**config.mk**
```make
export PLATFORM = sky130hd
export DESIGN_NAME = audio_silence_skip_gain_fade
export DESIGN_NICKNAME = d
export VERILOG_FILES = /design/src/rtl/core/assg_pkg.sv /design/src/rtl/core/assg_smul.sv /design/src/rtl/core/assg_sdiv.sv /design/src/rtl/core/assg_track.sv /design/src/rtl/core/audio_silence_skip_gain_fade.sv
export SDC_FILE = /design/constraint.sdc
export NUM_CORES = 2
export LEC_CHECK = 0
export BUFFER_PORTS_ARGS = -buffer_cell sky130_fd_sc_hd__buf_2
export CORE_UTILIZATION = 51
export DETAILED_ROUTE_END_ITERATION = 10
export PLACE_DENSITY = 0.67
export SKIP_CTS_REPAIR_TIMING = 1
export SLEW_MARGIN = 25
export SYNTH_ARGS = -nofsm -noshare
export SYNTH_HDL_FRONTEND = slang
export SYNTH_SLANG_ARGS = --single-unit
```
**constraint.sdc**
```tcl
create_clock -name clk -period 8 [get_ports clk]
set_clock_uncertainty 0.05 [all_clocks]
set_input_delay 0.8 -clock clk [delete_from_list [all_inputs] [get_ports clk]]
set_output_delay 0.8 -clock clk [all_outputs]
set_load 0.01 [all_outputs]
```
**src/rtl/core/assg_pkg.sv**
```systemverilog
// ----------------------------------------------------------------------------
// assg_pkg: shared types and constants
// Widths, register indexes, sequencer states and the tracker decision record.
// ----------------------------------------------------------------------------
package assg_pkg;

	localparam int FADE_FRAC_BITS = 16;
	localparam int SCALE_W        = FADE_FRAC_BITS + 1;
	localparam int GAIN_W         = 24;
	localparam int MPL_W          = (SCALE_W > GAIN_W) ? SCALE_W : GAIN_W;
	localparam int MCAND_W        = 32;
	localparam int ACC_W          = MCAND_W + MPL_W;
	localparam int GAIN_SHIFT     = 16;
	localparam int LEN_W          = 36;
	localparam int POS_W          = 38;
	localparam int RATE_W         = 18;
	localparam int SEC_W          = 16;
	localparam int LVL_W          = 16;
	localparam int SKIP_W         = 8;
	localparam int OUT_W          = 16;
	localparam int CNT_W          = $clog2(MPL_W + 1);
	localparam int IDX_W          = 4;

	localparam logic [IDX_W-1:0] REG_SILENCE_LEVEL = 4'd0;
	localparam logic [IDX_W-1:0] REG_SAMPLE_RATE   = 4'd1;
	localparam logic [IDX_W-1:0] REG_SKIP_SECONDS  = 4'd2;
	localparam logic [IDX_W-1:0] REG_SONG_LENGTH   = 4'd3;
	localparam logic [IDX_W-1:0] REG_FADE_LENGTH   = 4'd4;
	localparam logic [IDX_W-1:0] REG_PLAY_FOREVER  = 4'd5;
	localparam logic [IDX_W-1:0] REG_GAIN          = 4'd6;
	localparam logic [IDX_W-1:0] REG_WIDE_INPUT    = 4'd7;

	typedef enum logic [1:0] {
		ST_IDLE,
		ST_GAIN,
		ST_CLAMP,
		ST_FADE
	} state_t;

	typedef enum logic [0:0] {
		ST_FADE_RUN,
		ST_FADE_DONE
	} fade_phase_t;

	typedef struct packed {
		logic               keep;
		logic               fade_en;
		logic               last;
		logic [SEC_W-1:0]   secs;
		logic [LEN_W:0]     remain;
	} track_t;

endpackage

```
**src/rtl/core/assg_smul.sv**
```systemverilog
// ----------------------------------------------------------------------------
// assg_smul: bit-serial unsigned multiplier
// Consumes one multiplier bit per step, shift-and-add into an accumulator.
// ----------------------------------------------------------------------------
module assg_smul import assg_pkg::*; (
	input  logic               clk,
	input  logic               load,
	input  logic               step,
	input  logic [MCAND_W-1:0] mcand,
	input  logic [MPL_W-1:0]   mplier,
	output logic [ACC_W-1:0]   product
);

	logic [ACC_W-1:0] a_q;
	logic [MPL_W-1:0] b_q;
	logic [ACC_W-1:0] acc_q;

	always_ff @(posedge clk) begin
		if (load) begin
			a_q   <= {{(ACC_W-MCAND_W){1'b0}}, mcand};
			b_q   <= mplier;
			acc_q <= '0;
		end else if (step) begin
			if (b_q[0]) begin
				acc_q <= acc_q + a_q;
			end
			a_q <= {a_q[ACC_W-2:0], 1'b0};
			b_q <= {1'b0, b_q[MPL_W-1:1]};
		end
	end

	assign product = acc_q;

endmodule

```
**src/rtl/core/assg_sdiv.sv**
```systemverilog
// ----------------------------------------------------------------------------
// assg_sdiv: restoring divider for the fade scale
// One quotient bit per step; the numerator does not exceed the divisor for pairs inside the fade.
// ----------------------------------------------------------------------------
module assg_sdiv import assg_pkg::*; (
	input  logic               clk,
	input  logic               load,
	input  logic               step,
	input  logic [LEN_W:0]     num,
	input  logic [LEN_W-1:0]   den,
	output logic [SCALE_W-1:0] quo
);

	logic [LEN_W+1:0]   rem_q;
	logic [LEN_W-1:0]   den_q;
	logic [SCALE_W-1:0] quo_q;
	logic [LEN_W+1:0]   den_ext;
	logic               ge;
	logic [LEN_W+1:0]   rem_sub;

	assign den_ext = {2'b00, den_q};
	assign ge      = rem_q >= den_ext;
	assign rem_sub = ge ? (rem_q - den_ext) : rem_q;

	always_ff @(posedge clk) begin
		if (load) begin
			rem_q <= {1'b0, num};
			den_q <= den;
			quo_q <= '0;
		end else if (step) begin
			rem_q <= {rem_sub[LEN_W:0], 1'b0};
			quo_q <= {quo_q[SCALE_W-2:0], ge};
		end
	end

	assign quo = quo_q;

endmodule

```
**src/rtl/core/assg_track.sv**
```systemverilog
// ----------------------------------------------------------------------------
// assg_track: silence tracker and play position
// Decides per request whether the pair is kept, faded or marked last.
// ----------------------------------------------------------------------------
module assg_track import assg_pkg::*; (
	input  logic              clk,
	input  logic              arst_n,
	input  logic              accept,
	input  logic [31:0]       left_sample,
	input  logic [31:0]       right_sample,
	input  logic [LVL_W-1:0]  silence_level,
	input  logic [RATE_W-1:0] samples_per_second,
	input  logic [SKIP_W-1:0] skip_start_seconds,
	input  logic [LEN_W-1:0]  song_length_samples,
	input  logic [LEN_W-1:0]  fade_length_samples,
	input  logic              play_forever,
	input  logic              wide_input,
	output logic [31:0]       left_val,
	output logic [31:0]       right_val,
	output track_t            info
);

	logic [31:0]       prev_left_q;
	logic [31:0]       prev_right_q;
	logic [RATE_W-1:0] cnt_q;
	logic [SEC_W-1:0]  sec_q;
	logic              skip_q;
	logic [POS_W-1:0]  pos_q;

	logic [RATE_W-1:0] cnt_n;
	logic [SEC_W-1:0]  sec_n;
	logic              skip_n;
	logic [31:0]       dl;
	logic [31:0]       dr;
	logic [31:0]       lim;
	logic              quiet;
	logic [RATE_W-1:0] rate;
	logic [RATE_W:0]   cnt_inc;
	logic [SEC_W-1:0]  sec_t;
	logic              skip_eff;
	logic [POS_W-1:0]  total;
	logic              ended;

	assign left_val  = wide_input ? left_sample  : {{16{left_sample[15]}},  left_sample[15:0]};
	assign right_val = wide_input ? right_sample : {{16{right_sample[15]}}, right_sample[15:0]};

	assign dl    = left_val  - prev_left_q  + {16'b0, silence_level};
	assign dr    = right_val - prev_right_q + {16'b0, silence_level};
	assign lim   = {15'b0, silence_level, 1'b0};
	assign quiet = (dl <= lim) && (dr <= lim);

	assign rate     = (samples_per_second == '0) ? RATE_W'(1) : samples_per_second;
	assign cnt_inc  = {1'b0, cnt_q} + (RATE_W+1)'(1);
	assign sec_t    = (sec_q == '1) ? sec_q : sec_q + SEC_W'(1);
	assign skip_eff = skip_q && (skip_start_seconds != '0);

	always_comb begin
		cnt_n  = '0;
		sec_n  = '0;
		skip_n = 1'b0;
		if (quiet) begin
			skip_n = skip_eff;
			sec_n  = sec_q;
			cnt_n  = cnt_inc[RATE_W-1:0];
			if (cnt_inc >= {1'b0, rate}) begin
				cnt_n = RATE_W'(cnt_inc - {1'b0, rate});
				sec_n = sec_t;
				if (skip_eff && (sec_t >= {8'b0, skip_start_seconds})) begin
					skip_n = 1'b0;
					sec_n  = '0;
				end
			end
		end
	end

	assign total = {1'b0, {1'b0, song_length_samples} + {1'b0, fade_length_samples}};
	assign ended = !play_forever && (pos_q >= total);

	assign info.keep    = !(quiet && skip_n) && !ended;
	assign info.fade_en = !play_forever && (fade_length_samples != '0) &&
		(pos_q >= {2'b0, song_length_samples}) && (pos_q < total);
	assign info.last    = !play_forever && ({1'b0, pos_q} + (POS_W+1)'(1) >= {1'b0, total});
	assign info.secs    = sec_n;
	assign info.remain  = LEN_W'(0) + (total[LEN_W:0] - pos_q[LEN_W:0]);

	always_ff @(posedge clk or negedge arst_n) begin
		if (!arst_n) begin
			prev_left_q  <= '0;
			prev_right_q <= '0;
			cnt_q        <= '0;
			sec_q        <= '0;
			skip_q       <= 1'b1;
			pos_q        <= '0;
		end else if (accept) begin
			prev_left_q  <= left_val;
			prev_right_q <= right_val;
			cnt_q        <= cnt_n;
			sec_q        <= sec_n;
			skip_q       <= skip_n;
			if (info.keep && (pos_q != '1)) begin
				pos_q <= pos_q + POS_W'(1);
			end
		end
	end

endmodule

```
**src/rtl/core/audio_silence_skip_gain_fade.sv**
```systemverilog
// ----------------------------------------------------------------------------
// audio_silence_skip_gain_fade: silence skip, gain and fade-out for stereo
// Top level: config registers, sequencer, serial arithmetic lanes, output.
// ----------------------------------------------------------------------------
// Usage:
//  - Input channel (in_valid / in_stall) takes one stereo pair per request.
//    The block raises in_stall while a pair is being worked on.
//  - Output channel (out_valid / out_stall) delivers at most one result per
//    input pair; dropped pairs (leading silence, song ended) give none.
//  - Config writes (cfg_valid / cfg_ready, cfg_index, cfg_data) are always
//    taken; write them only while the block is idle.
//  - Sequence: a kept pair runs the serial gain multiply, which also runs the
//    17-step fade divider, then the clamp state. Without a fade the clamp
//    state loads the output register once the output slot is free, and the
//    next pair is taken after that. With the fade active, the serial fade
//    multiply and an output load step follow, the load again waiting for a
//    free output slot. A dropped pair leaves the block idle and ready for
//    the next pair.
//  - The output register holds a finished result while the receiver
//    stalls; the next pair is taken meanwhile and waits at its last step.
//  - Reset clears silence tracking, position and config to defaults, and
//    arms the start skip.
// ----------------------------------------------------------------------------
module audio_silence_skip_gain_fade import assg_pkg::*; (
	input  logic                    clk,
	input  logic                    arst_n,
	input  logic                    in_valid,
	output logic                    in_stall,
	input  logic signed [31:0]      left_sample,
	input  logic signed [31:0]      right_sample,
	output logic                    out_valid,
	input  logic                    out_stall,
	output logic signed [OUT_W-1:0] left_out,
	output logic signed [OUT_W-1:0] right_out,
	output logic                    last_sample,
	output logic [SEC_W-1:0]        silence_seconds,
	input  logic                    cfg_valid,
	output logic                    cfg_ready,
	input  logic [IDX_W-1:0]        cfg_index,
	input  logic [LEN_W-1:0]        cfg_data
);

	// configuration registers
	logic [LVL_W-1:0]  silence_level_q;
	logic [RATE_W-1:0] sample_rate_q;
	logic [SKIP_W-1:0] skip_seconds_q;
	logic [LEN_W-1:0]  song_length_q;
	logic [LEN_W-1:0]  fade_length_q;
	logic              play_forever_q;
	logic [GAIN_W-1:0] gain_q;
	logic              wide_input_q;

	assign cfg_ready = 1'b1;

	always_ff @(posedge clk or negedge arst_n) begin
		if (!arst_n) begin
			silence_level_q <= LVL_W'(8);
			sample_rate_q   <= RATE_W'(44100);
			skip_seconds_q  <= SKIP_W'(5);
			song_length_q   <= '0;
			fade_length_q   <= '0;
			play_forever_q  <= 1'b1;
			gain_q          <= GAIN_W'(65536);
			wide_input_q    <= 1'b0;
		end else if (cfg_valid && cfg_ready) begin
			unique case (cfg_index)
				REG_SILENCE_LEVEL: silence_level_q <= cfg_data[LVL_W-1:0];
				REG_SAMPLE_RATE:   sample_rate_q   <= cfg_data[RATE_W-1:0];
				REG_SKIP_SECONDS:  skip_seconds_q  <= cfg_data[SKIP_W-1:0];
				REG_SONG_LENGTH:   song_length_q   <= cfg_data;
				REG_FADE_LENGTH:   fade_length_q   <= cfg_data;
				REG_PLAY_FOREVER:  play_forever_q  <= cfg_data[0];
				REG_GAIN:          gain_q          <= cfg_data[GAIN_W-1:0];
				REG_WIDE_INPUT:    wide_input_q    <= cfg_data[0];
				default: ;
			endcase
		end
	end

	// sequencer signals
	state_t            state_q;
	state_t            state_n;
	fade_phase_t       phase;
	logic [CNT_W-1:0]  cnt_q;
	logic              accept;
	logic              mul_load;
	logic              mul_step;
	logic              div_step;
	logic              out_load;
	logic              slot_free;

	logic [31:0]       left_val;
	logic [31:0]       right_val;
	track_t            info;

	// per-pair working registers
	logic              l_neg_q;
	logic              r_neg_q;
	logic              fade_q;
	logic              last_q;
	logic [SEC_W-1:0]  secs_q;
	logic [OUT_W-1:0]  l_clamp;
	logic [OUT_W-1:0]  r_clamp;

	logic [MCAND_W-1:0] l_mcand;
	logic [MCAND_W-1:0] r_mcand;
	logic [MPL_W-1:0]   mplier;
	logic [ACC_W-1:0]   l_prod;
	logic [ACC_W-1:0]   r_prod;
	logic [SCALE_W-1:0] scale;

	assign accept    = in_valid && !in_stall;
	assign slot_free = !out_valid || !out_stall;

	assg_track u_track (
		.clk                (clk),
		.arst_n             (arst_n),
		.accept             (accept),
		.left_sample        (left_sample),
		.right_sample       (right_sample),
		.silence_level      (silence_level_q),
		.samples_per_second (sample_rate_q),
		.skip_start_seconds (skip_seconds_q),
		.song_length_samples(song_length_q),
		.fade_length_samples(fade_length_q),
		.play_forever       (play_forever_q),
		.wide_input         (wide_input_q),
		.left_val           (left_val),
		.right_val          (right_val),
		.info               (info)
	);

	// Gain pass takes the sample magnitude; the fade pass takes the clamped one.
	always_comb begin
		if (state_q == ST_IDLE) begin
			l_mcand = left_val[31]  ? (32'd0 - left_val)  : left_val;
			r_mcand = right_val[31] ? (32'd0 - right_val) : right_val;
			mplier  = MPL_W'(gain_q);
		end else begin
			l_mcand = {16'b0, l_clamp};
			r_mcand = {16'b0, r_clamp};
			mplier  = MPL_W'(scale);
		end
	end

	assg_smul u_mul_l (
		.clk    (clk),
		.load   (mul_load),
		.step   (mul_step),
		.mcand  (l_mcand),
		.mplier (mplier),
		.product(l_prod)
	);

	assg_smul u_mul_r (
		.clk    (clk),
		.load   (mul_load),
		.step   (mul_step),
		.mcand  (r_mcand),
		.mplier (mplier),
		.product(r_prod)
	);

	assg_sdiv u_div (
		.clk (clk),
		.load(accept),
		.step(div_step),
		.num (info.remain),
		.den (fade_length_q),
		.quo (scale)
	);

	// fade step count reached: results are in the accumulators
	assign phase = (cnt_q == CNT_W'(SCALE_W)) ? ST_FADE_DONE : ST_FADE_RUN;

	// next state
	always_comb begin
		state_n = state_q;
		unique case (state_q)
			ST_IDLE: begin
				if (accept && info.keep) state_n = ST_GAIN;
			end
			ST_GAIN: begin
				if (cnt_q == CNT_W'(MPL_W - 1)) state_n = ST_CLAMP;
			end
			ST_CLAMP: begin
				if (fade_q) state_n = ST_FADE;
				else if (slot_free) state_n = ST_IDLE;
			end
			ST_FADE: begin
				if (phase == ST_FADE_DONE && slot_free) state_n = ST_IDLE;
			end
			default: state_n = ST_IDLE;
		endcase
	end

	// sequencer outputs
	always_comb begin
		in_stall = 1'b1;
		mul_load = 1'b0;
		mul_step = 1'b0;
		div_step = 1'b0;
		out_load = 1'b0;
		unique case (state_q)
			ST_IDLE: begin
				in_stall = 1'b0;
				mul_load = accept;
			end
			ST_GAIN: begin
				mul_step = 1'b1;
				div_step = cnt_q < CNT_W'(SCALE_W);
			end
			ST_CLAMP: begin
				mul_load = fade_q;
				out_load = !fade_q && slot_free;
			end
			ST_FADE: begin
				mul_step = phase == ST_FADE_RUN;
				out_load = phase == ST_FADE_DONE && slot_free;
			end
			default: ;
		endcase
	end

	always_ff @(posedge clk or negedge arst_n) begin
		if (!arst_n) begin
			state_q <= ST_IDLE;
			cnt_q   <= '0;
		end else begin
			state_q <= state_n;
			if (mul_load || state_q == ST_IDLE) cnt_q <= '0;
			else if (mul_step) cnt_q <= cnt_q + CNT_W'(1);
			else if (state_q == ST_GAIN || state_q == ST_CLAMP) cnt_q <= '0;
		end
	end

	// clamp of the gained magnitude: truncate toward zero, then saturate
	localparam int Q_W = ACC_W - GAIN_SHIFT;
	logic [Q_W-1:0] l_q;
	logic [Q_W-1:0] r_q;

	assign l_q = l_prod[ACC_W-1:GAIN_SHIFT];
	assign r_q = r_prod[ACC_W-1:GAIN_SHIFT];

	always_comb begin
		if (l_q > (l_neg_q ? Q_W'(32768) : Q_W'(32767)))
			l_clamp = l_neg_q ? OUT_W'(32768) : OUT_W'(32767);
		else
			l_clamp = l_q[OUT_W-1:0];
		if (r_q > (r_neg_q ? Q_W'(32768) : Q_W'(32767)))
			r_clamp = r_neg_q ? OUT_W'(32768) : OUT_W'(32767);
		else
			r_clamp = r_q[OUT_W-1:0];
	end

	// fade: floor of signed product, so round the magnitude up when negative
	localparam logic [ACC_W-1:0] FRAC_ROUND = ACC_W'((64'd1 << FADE_FRAC_BITS) - 64'd1);
	logic [ACC_W-1:0] l_up;
	logic [ACC_W-1:0] r_up;
	logic [OUT_W-1:0] l_mag_out;
	logic [OUT_W-1:0] r_mag_out;
	logic [OUT_W-1:0] l_fin;
	logic [OUT_W-1:0] r_fin;

	assign l_up = (l_neg_q ? l_prod + FRAC_ROUND : l_prod) >> FADE_FRAC_BITS;
	assign r_up = (r_neg_q ? r_prod + FRAC_ROUND : r_prod) >> FADE_FRAC_BITS;
	assign l_mag_out = (state_q == ST_FADE) ? l_up[OUT_W-1:0] : l_clamp;
	assign r_mag_out = (state_q == ST_FADE) ? r_up[OUT_W-1:0] : r_clamp;
	assign l_fin = l_neg_q ? (OUT_W'(0) - l_mag_out) : l_mag_out;
	assign r_fin = r_neg_q ? (OUT_W'(0) - r_mag_out) : r_mag_out;

	always_ff @(posedge clk) begin
		if (accept) begin
			l_neg_q <= left_val[31];
			r_neg_q <= right_val[31];
			fade_q  <= info.fade_en;
			last_q  <= info.last;
			secs_q  <= info.secs;
		end
	end

	// output register
	always_ff @(posedge clk or negedge arst_n) begin
		if (!arst_n) begin
			out_valid <= 1'b0;
		end else if (out_load) begin
			out_valid <= 1'b1;
		end else if (!out_stall) begin
			out_valid <= 1'b0;
		end
	end

	always_ff @(posedge clk) begin
		if (out_load) begin
			left_out        <= l_fin;
			right_out       <= r_fin;
			last_sample     <= last_q;
			silence_seconds <= secs_q;
		end
	end

	// a kept pair starts the gain pass on the next cycle
	assert property (@(posedge clk) disable iff (!arst_n)
		(accept && info.keep) |=> (state_q == ST_GAIN && cnt_q == '0))
		else $error("gain pass did not start after a kept pair");

	// a dropped pair leaves the block ready
	assert property (@(posedge clk) disable iff (!arst_n)
		(accept && !info.keep) |=> (state_q == ST_IDLE))
		else $error("dropped pair left the sequencer busy");

	// a result load always produces a valid output next cycle
	assert property (@(posedge clk) disable iff (!arst_n)
		out_load |=> out_valid)
		else $error("result load lost");

	// no result may overwrite one still held for a stalled receiver
	assert property (@(posedge clk) disable iff (!arst_n)
		out_load |-> !(out_valid && out_stall))
		else $error("held result overwritten");

endmodule
```
**Word-level counts from Yosys, hierarchy flattened**

Index checks and enable logic that the tools add are counted.
W data, S select, Z words.

- Register bits: 717
- Word-level logic and storage cells: 192

- Add/sub/neg operators: 21
- Order comparisons: 12
- Equality and inequality tests: 19
- Multiplexer cells: 57
- Bitwise gates (word level): 1
- Reduce and logical (&&, ||, !) cells: 44

Operator list:

| operator | count |
|---|---|
| $mux W32 | 12 |
| $mux W16 | 14 |
| $mux W24 | 5 |
| $add A56 B56 Y56 | 2 |
| $mux W37 | 3 |
| $gt A40 B16 Y1 | 2 |
| $ge A38 B36 Y1 | 2 |
| $add A32 B16 Y32 | 2 |
| $add A32 B16 Y32 const B | 2 |
| $le A32 B17 Y1 | 2 |
| $sub A1 B32 Y32 const A | 2 |
| $sub A32 B32 Y32 | 2 |
| $mux W18 | 3 |
| $add A38 B1 Y39 const B | 1 |
| $ge A39 B37 Y1 | 1 |
| $add A38 B1 Y38 const B | 1 |
| $ge A38 B37 Y1 | 1 |
| $lt A38 B37 Y1 | 1 |
| $ne A38 B38 Y1 const B | 1 |
| $add A36 B36 Y37 | 1 |
| $sub A37 B36 Y37 | 1 |
| $sub A37 B37 Y37 | 1 |
| $reduce_bool A36 Y1 | 1 |
| $sub A1 B16 Y16 const A | 2 |
| other kinds (34) | 89 |

**Logic depth before layout (Yosys ltp)**

- Word-level depth: 13
- Gate-level depth with buffers: 30

**Hierarchy**

Synthesis repeated with hierarchy kept, for this count alone.

- Cells, all modules: 6,447
- Area total of the unflattened synthesis: 57,408.8 um^2

Modules (own cells, without submodules):

| module | instances | cells an instance | area each (um^2) | sequential area each (um^2) |
|---|---|---|---|---|
| assg_track | 1 | 2,808 | 21,932.3 | 3,429.5 |
| audio_silence_skip_gain_fade | 1 | 1,246 | 13,136.3 | 5,789.3 |
| assg_smul at u_mul_r | 1 | 889 | 8,247.9 | 3,283.1 |
| assg_smul at u_mul_l | 1 | 886 | 8,182.8 | 3,283.1 |
| assg_sdiv | 1 | 618 | 5,909.4 | 2,552.4 |

**Worst setup path after synthesis**

No wires, ideal clock.

- Path kind: input to register
- Start point: input port right_sample[4]
- End point: register u_track.pos_q[3]
- Data arrival time: 5.872 ns
- Data required time: 7.828 ns
- Slack: 1.956 ns
- Stages on the path: 28
- Buffers on the path: 3
- Cells stage by stage: inv_1 > fa_1 > inv_1 > ha_1 > or4_1 > o21ai_1 > o21ba_2 > a311o_4 > a21boi_4 > o21ai_2 > xor2_1 > ha_1 > nand4_1 > nor2_1 > nand3_1 > o21ai_0 > a31oi_1 > a211o_1 > nor4_1 > nand4_1 > a2111oi_2 > nand4bb_1 > buf_2 > and3_4 > buf_6 > buf_6 > nor2b_4 > xnor2_1

- Word-level cells in the longest chain between the ends: 11

RTL lines:

| what | RTL line | source |
|---|---|---|
| from (decl) | audio_silence_skip_gain_fade.sv:30 | `input logic signed [31:0] right_sample,` |
| $mux W32 * | assg_track.sv:45 | `assign right_val = wide_input ? right_sample : {{16{right_sample[15]}}, right_sample[15:0]};` |
| $sub A32 B32 Y32 * | assg_track.sv:48 | `assign dr = right_val - prev_right_q + {16'b0, silence_level};` |
| $add A32 B16 Y32 * | assg_track.sv:48 |  |
| $le A32 B17 Y1 * | assg_track.sv:50 | `assign quiet = (dl <= lim) && (dr <= lim);` |
| $logic_and A1 B1 Y1 * | assg_track.sv:50 |  |
| $mux W1 | assg_track.sv:61 | `if (quiet) begin` |
| $logic_and A1 B1 Y1 * | assg_track.sv:79 | `assign info.keep = !(quiet && skip_n) && !ended;` |
| $logic_not A1 Y1 * | assg_track.sv:79 |  |
| $logic_and A1 B1 Y1 * | assg_track.sv:79 |  |
| $logic_and A1 B1 Y1 * | assg_track.sv:100 | `if (info.keep && (pos_q != '1)) begin` |
| $reduce_and A2 Y1 (no source line) * | - |  |
| to (signal assigned) | assg_track.sv:101 | `pos_q <= pos_q + POS_W'(1);` |
| to (decl) | assg_track.sv:28 | `logic [POS_W-1:0] pos_q;` |

Every way passes the cells marked *; elsewhere a longest branch is shown, timed or not.
A chain may end at the register's enable or synchronous reset.

**Worst setup path after layout**

- Start point: register song_length_q[0]
- End point: register u_track.pos_q[23]

- Word-level cells in the longest chain between the ends: 7

RTL lines:

| what | RTL line | source |
|---|---|---|
| from (decl) | audio_silence_skip_gain_fade.sv:47 | `logic [LEN_W-1:0] song_length_q;` |
| from (signal assigned) | audio_silence_skip_gain_fade.sv:70 | `REG_SONG_LENGTH: song_length_q <= cfg_data;` |
| $add A36 B36 Y37 | assg_track.sv:76 | `assign total = {1'b0, {1'b0, song_length_samples} + {1'b0, fade_length_samples}};` |
| $ge A38 B37 Y1 | assg_track.sv:77 | `assign ended = !play_forever && (pos_q >= total);` |
| $logic_and A1 B1 Y1 | assg_track.sv:77 |  |
| $logic_not A1 Y1 | assg_track.sv:79 |  |
| $logic_and A1 B1 Y1 | assg_track.sv:79 |  |
| $logic_and A1 B1 Y1 | assg_track.sv:100 |  |
| $reduce_and A2 Y1 (no source line) | - |  |

Every way passes these cells.

==> results.py <==
metrics = {
    "critical_path": {
        "worstPathArrival_ns": 7.56,
        "path_max_fanout": 34,
        "cp.buffers_inverters": 4,
        "critPathMaxStageDelay_ns": 0.74,
        "critPathKind": "flop to flop",
        "cpMostUsedCell": "inv_1",
        "crit_slowest_cell": "a311oi_1",
        "cp-start-kind": "flop",
        "reg2reg_slack_ns": 0.93,
        "critPathCaptureType": "flop",
        "r2r-end": "u_track.pos_q[23]",
        "required_ns": 8.49,
        "crit_family": "compound AO/OA/AOI/OAI gates",
        "timing.rr.start": "song_length_q[0]",
        "r2r_cells": 29,
    },
    "cts": {
        "cts-htree-levels": 3,
        "cts_buffer_depth": 3,
        "cts.sinks": 693,
        "cts_made_buffers": 82,
        "cts_tree": "yes",
        "cts.clk_slew.worst_paths_ns": 0.06,
        "root_buffer": "clkbuf_16",
        "clock_latency_ns": 0.67,
    },
    "floorplanning": {
        "initial_core_util": 0.5169,
        "core-area_sq_um": 102300,
        "dieArea_sq_um": 105000,
        "rows": 117,
        "io_pins": 161,
        "die_h_um": 324.0,
        "fp.dieW_um": 324.0,
    },
    "timing": {
        "finalSetupTns_ns": 0,
        "rsz0062_at_grt": "no",
        "max_freq_mhz": 141.5,
        "fin_crit_sh": 0.8833,
        "finalHoldViolations": 0,
        "min_period_ns": 7.066,
        "finalMaxSlewViolations": 0,
        "hold_ws_ns": 0.1141,
        "slew-limit-headroom": 0.3085,
        "worst_pin_slew_ns": 1.028,
        "setup_violations": 0,
    },
    "power_and_ir_drop": {
        "leakage_nw": 25.79,
        "combPwrFrac": 0.619,
        "p_per_area_nw_per_um2": 447.4,
        "seq_power_share": 0.231,
        "clockPowerShare": 0.151,
        "swShare": 0.4753,
        "p_int_w": 0.01355,
        "peakVddDrop_uv": 380.3,
        "p_sw_w": 0.01227,
    },
    "drt": {
        "ant_nets": 0,
        "drc_errors": 0,
        "drt-wirelength-per-cell_um": 20.43,
        "routed-via-count": 45794,
        "drt-pass1-iter-count": 6,
        "wirelength_um": 157200,
        "drt_first_iter_violations": 3513,
        "via_per_inst": 5.952,
    },
    "synth": {
        "synth-main-ff-cell": "dfrtp_1",
        "synth_seq_cells": 693,
        "ys_seq_area_frac": 0.3331,
        "syn_avg_cell_area_sq_um": 8.529,
        "synthesis.area_sq_um": 52890,
        "synth_nets": 6873,
        "synth_edf_count": 230,
        "yosysWarnings": 0,
        "async_flop_share": 0.4113,
        "synthCells": 6201,
        "synthDistinctLibCells": 106,
    },
    "worst_hold_path": {
        "hp-class": "input port to async pin",
    },
    "global_route": {
        "grt_remaining_overflow": 0,
        "antenna_found_initial": 9,
        "grt_pass1_wl_um": 245100,
        "grt_start_max_net_pins": 141,
        "grt_pass1_vias": 43572,
        "grt_usage": 0.2964,
    },
    "layout": {
        "final_cell_mix": "nand2_1 (797), a21oi_1 (588), ha_1 (524)",
        "drive_above_1_share": 0.08771,
        "layout.nets": 6921,
        "fillCellCount": 9366,
        "layout_commonest_cell": "nand2_1",
        "area_delta_synth_final_pct": 9.106,
    },
    "run": {
        "drv_cap": 0,
    },
    "placed_design": {
        "gp_congestion": 0.9537,
        "port_buffers": 159,
        "dp_hpwl_um": 117800,
    },
    "outcome": {
        "status": "finished, final reports clean",
    },
}
[cell families (layout without fill, tap and decap cells)]
| logic type | count (synthesis) | after routing | share of synthesized area |
|---|---|---|---|
| compound gates | 1783 | 1783 | 0.2097 |
| simple gates | 1930 | 1930 | 0.1723 |
| buf+inv | 688 | 803 | 0.05044 |
| mux | 126 | 126 | 0.02676 |
| other cells | 1 | 11 | 0.00007090 |
| fa+ha+maj | 563 | 563 | 0.1386 |
| xor+xnor | 417 | 417 | 0.06906 |
| flops | 693 | 693 | 0.3331 |
[layer usage]
metal / part of all wire / wire length [um] / vias up / GRT usage
li1: - / - / 22314 / -
met1: 0.45 / 70090 / 21938 / 0.3961
met2: 0.46 / 72630 / 1261 / 0.4897
met3: 0.051 / 8082 / 279 / 0.03390
met4: 0.040 / 6358 / 2 / 0.1145
met5: 0.000045 / 7 / - / 0
[power groups by stage]
stage               Clock, W  Combinational, W  Sequential [W]
CTS                  0.00396            0.0158         0.00594
global placement           0            0.0155         0.00598
detailed placement         0            0.0157         0.00600
finish               0.00389            0.0160         0.00596
floorplan                  0            0.0118         0.00575
global route         0.00409            0.0177         0.00607
[final cells by class]
class | count | area [sq um] | area share
Tap cell | 1368 | 1712 | 0.02966
Timing Repair Buffer | 212 | 1229 | 0.02129
Antenna cell | 10 | 25.02 | 0.0004337
Clock buffer | 108 | 2285 | 0.03959
Clock inverter | 43 | 467.9 | 0.008109
Multi-Input combinational cell | 4820 | 32710 | 0.5669
Sequential cell | 693 | 17620 | 0.3053
Inverter | 440 | 1657 | 0.02871
[state kept, by name (all words and copies together), names as in the netlist, 5 cells and up]
| name | cells |
|---|---|
| gain_q | 24 |
| u_mul_r.product | 56 |
| sample_rate_q | 18 |
| u_div.rem_q | 38 |
| song_length_q | 36 |
| left_out | 16 |
| skip_seconds_q | 8 |
| u_track.sec_q | 16 |
| u_mul_l.product | 56 |
| u_mul_r.a_q | 56 |
| secs_q | 16 |
| u_mul_l.a_q | 56 |
| silence_level_q | 16 |
| right_out | 16 |
| u_track.prev_right_q | 32 |
| fade_length_q | 36 |
| silence_seconds | 16 |
| u_track.pos_q | 38 |
| u_div.den_q | 36 |
| cnt_q | 5 |
| u_track.prev_left_q | 32 |
| u_track.cnt_q | 18 |
| u_mul_l.b_q | 23 |
| u_div.quo | 17 |
[stage by stage]
step	cells	util	area [sq um]	total power [W]	setup WS, ns
detailed placement	7533	0.5367	54910	0.02170	1.079
global route	7688	0.5638	57690	0.02787	0.6213
floorplan	6201	-	52890	0.01754	1.956
global placement	7533	0.5366	54910	0.02147	1.200
finish	7694	0.5639	57700	0.02582	0.9338
CTS	7684	0.5636	57670	0.02571	1.082
[synth_stat cells, drive strengths merged (20+ instances only)]
cell type / number / area, sq um
nand2: 802 / 3010
a21oi: 592 / 2967
ha: 525 / 6569
inv: 438 / 1644
o21ai: 420 / 2110
nor2: 348 / 1306
xnor2: 300 / 2628
dfrtp: 273 / 6832
edfxtp: 230 / 6907
a21o: 229 / 1720
clkbuf: 197 / 739.5
dfxtp: 178 / 3563
nand3: 145 / 725.7
xor2: 117 / 1025
nor3: 111 / 605.6
mux2: 110 / 1242
nand4: 93 / 581.8
a211oi: 70 / 525.5
nand2b: 70 / 437.9
a31oi: 68 / 440.4
and3: 68 / 430.4
nor2b: 68 / 447.9
nor4: 66 / 412.9
buf: 51 / 276.5
o21a: 47 / 352.8
o21bai: 41 / 307.8
o31ai: 40 / 300.3
fa: 38 / 760.7
o211ai: 38 / 290.3
and2: 35 / 219.0
o22ai: 33 / 212.7
or3: 28 / 176.4
o311ai: 21 / 183.9
a21boi: 20 / 165.2
nor3b: 20 / 155.1
[how the worst max path moves through the flow]
stage,start,to,cells after the start
after floorplan,right_sample[4],u_track.pos_q[3],28
after global routing,song_length_q[0],u_track.pos_q[23],29
after CTS,song_length_q[0],u_track.pos_q[23],29
final,song_length_q[0],u_track.pos_q[23],29
after detailed placement,right_sample[4],secs_q[11],25
after global placement,song_length_q[0],u_track.pos_q[23],29
[worst register-to-register path: cells and delay by family, from the launching register on]
| family | cells | cell delay [ns] |
|---|---|---|
| flops | 1 | 0.40 |
| xor+xnor | 2 | 0.45 |
| simple gates | 11 | 2.14 |
| buf+inv | 4 | 0.37 |
| compound gates | 9 | 2.76 |
| fa+ha+maj | 3 | 0.79 |
No activity file was read; power rests on OpenSTA's default activity.
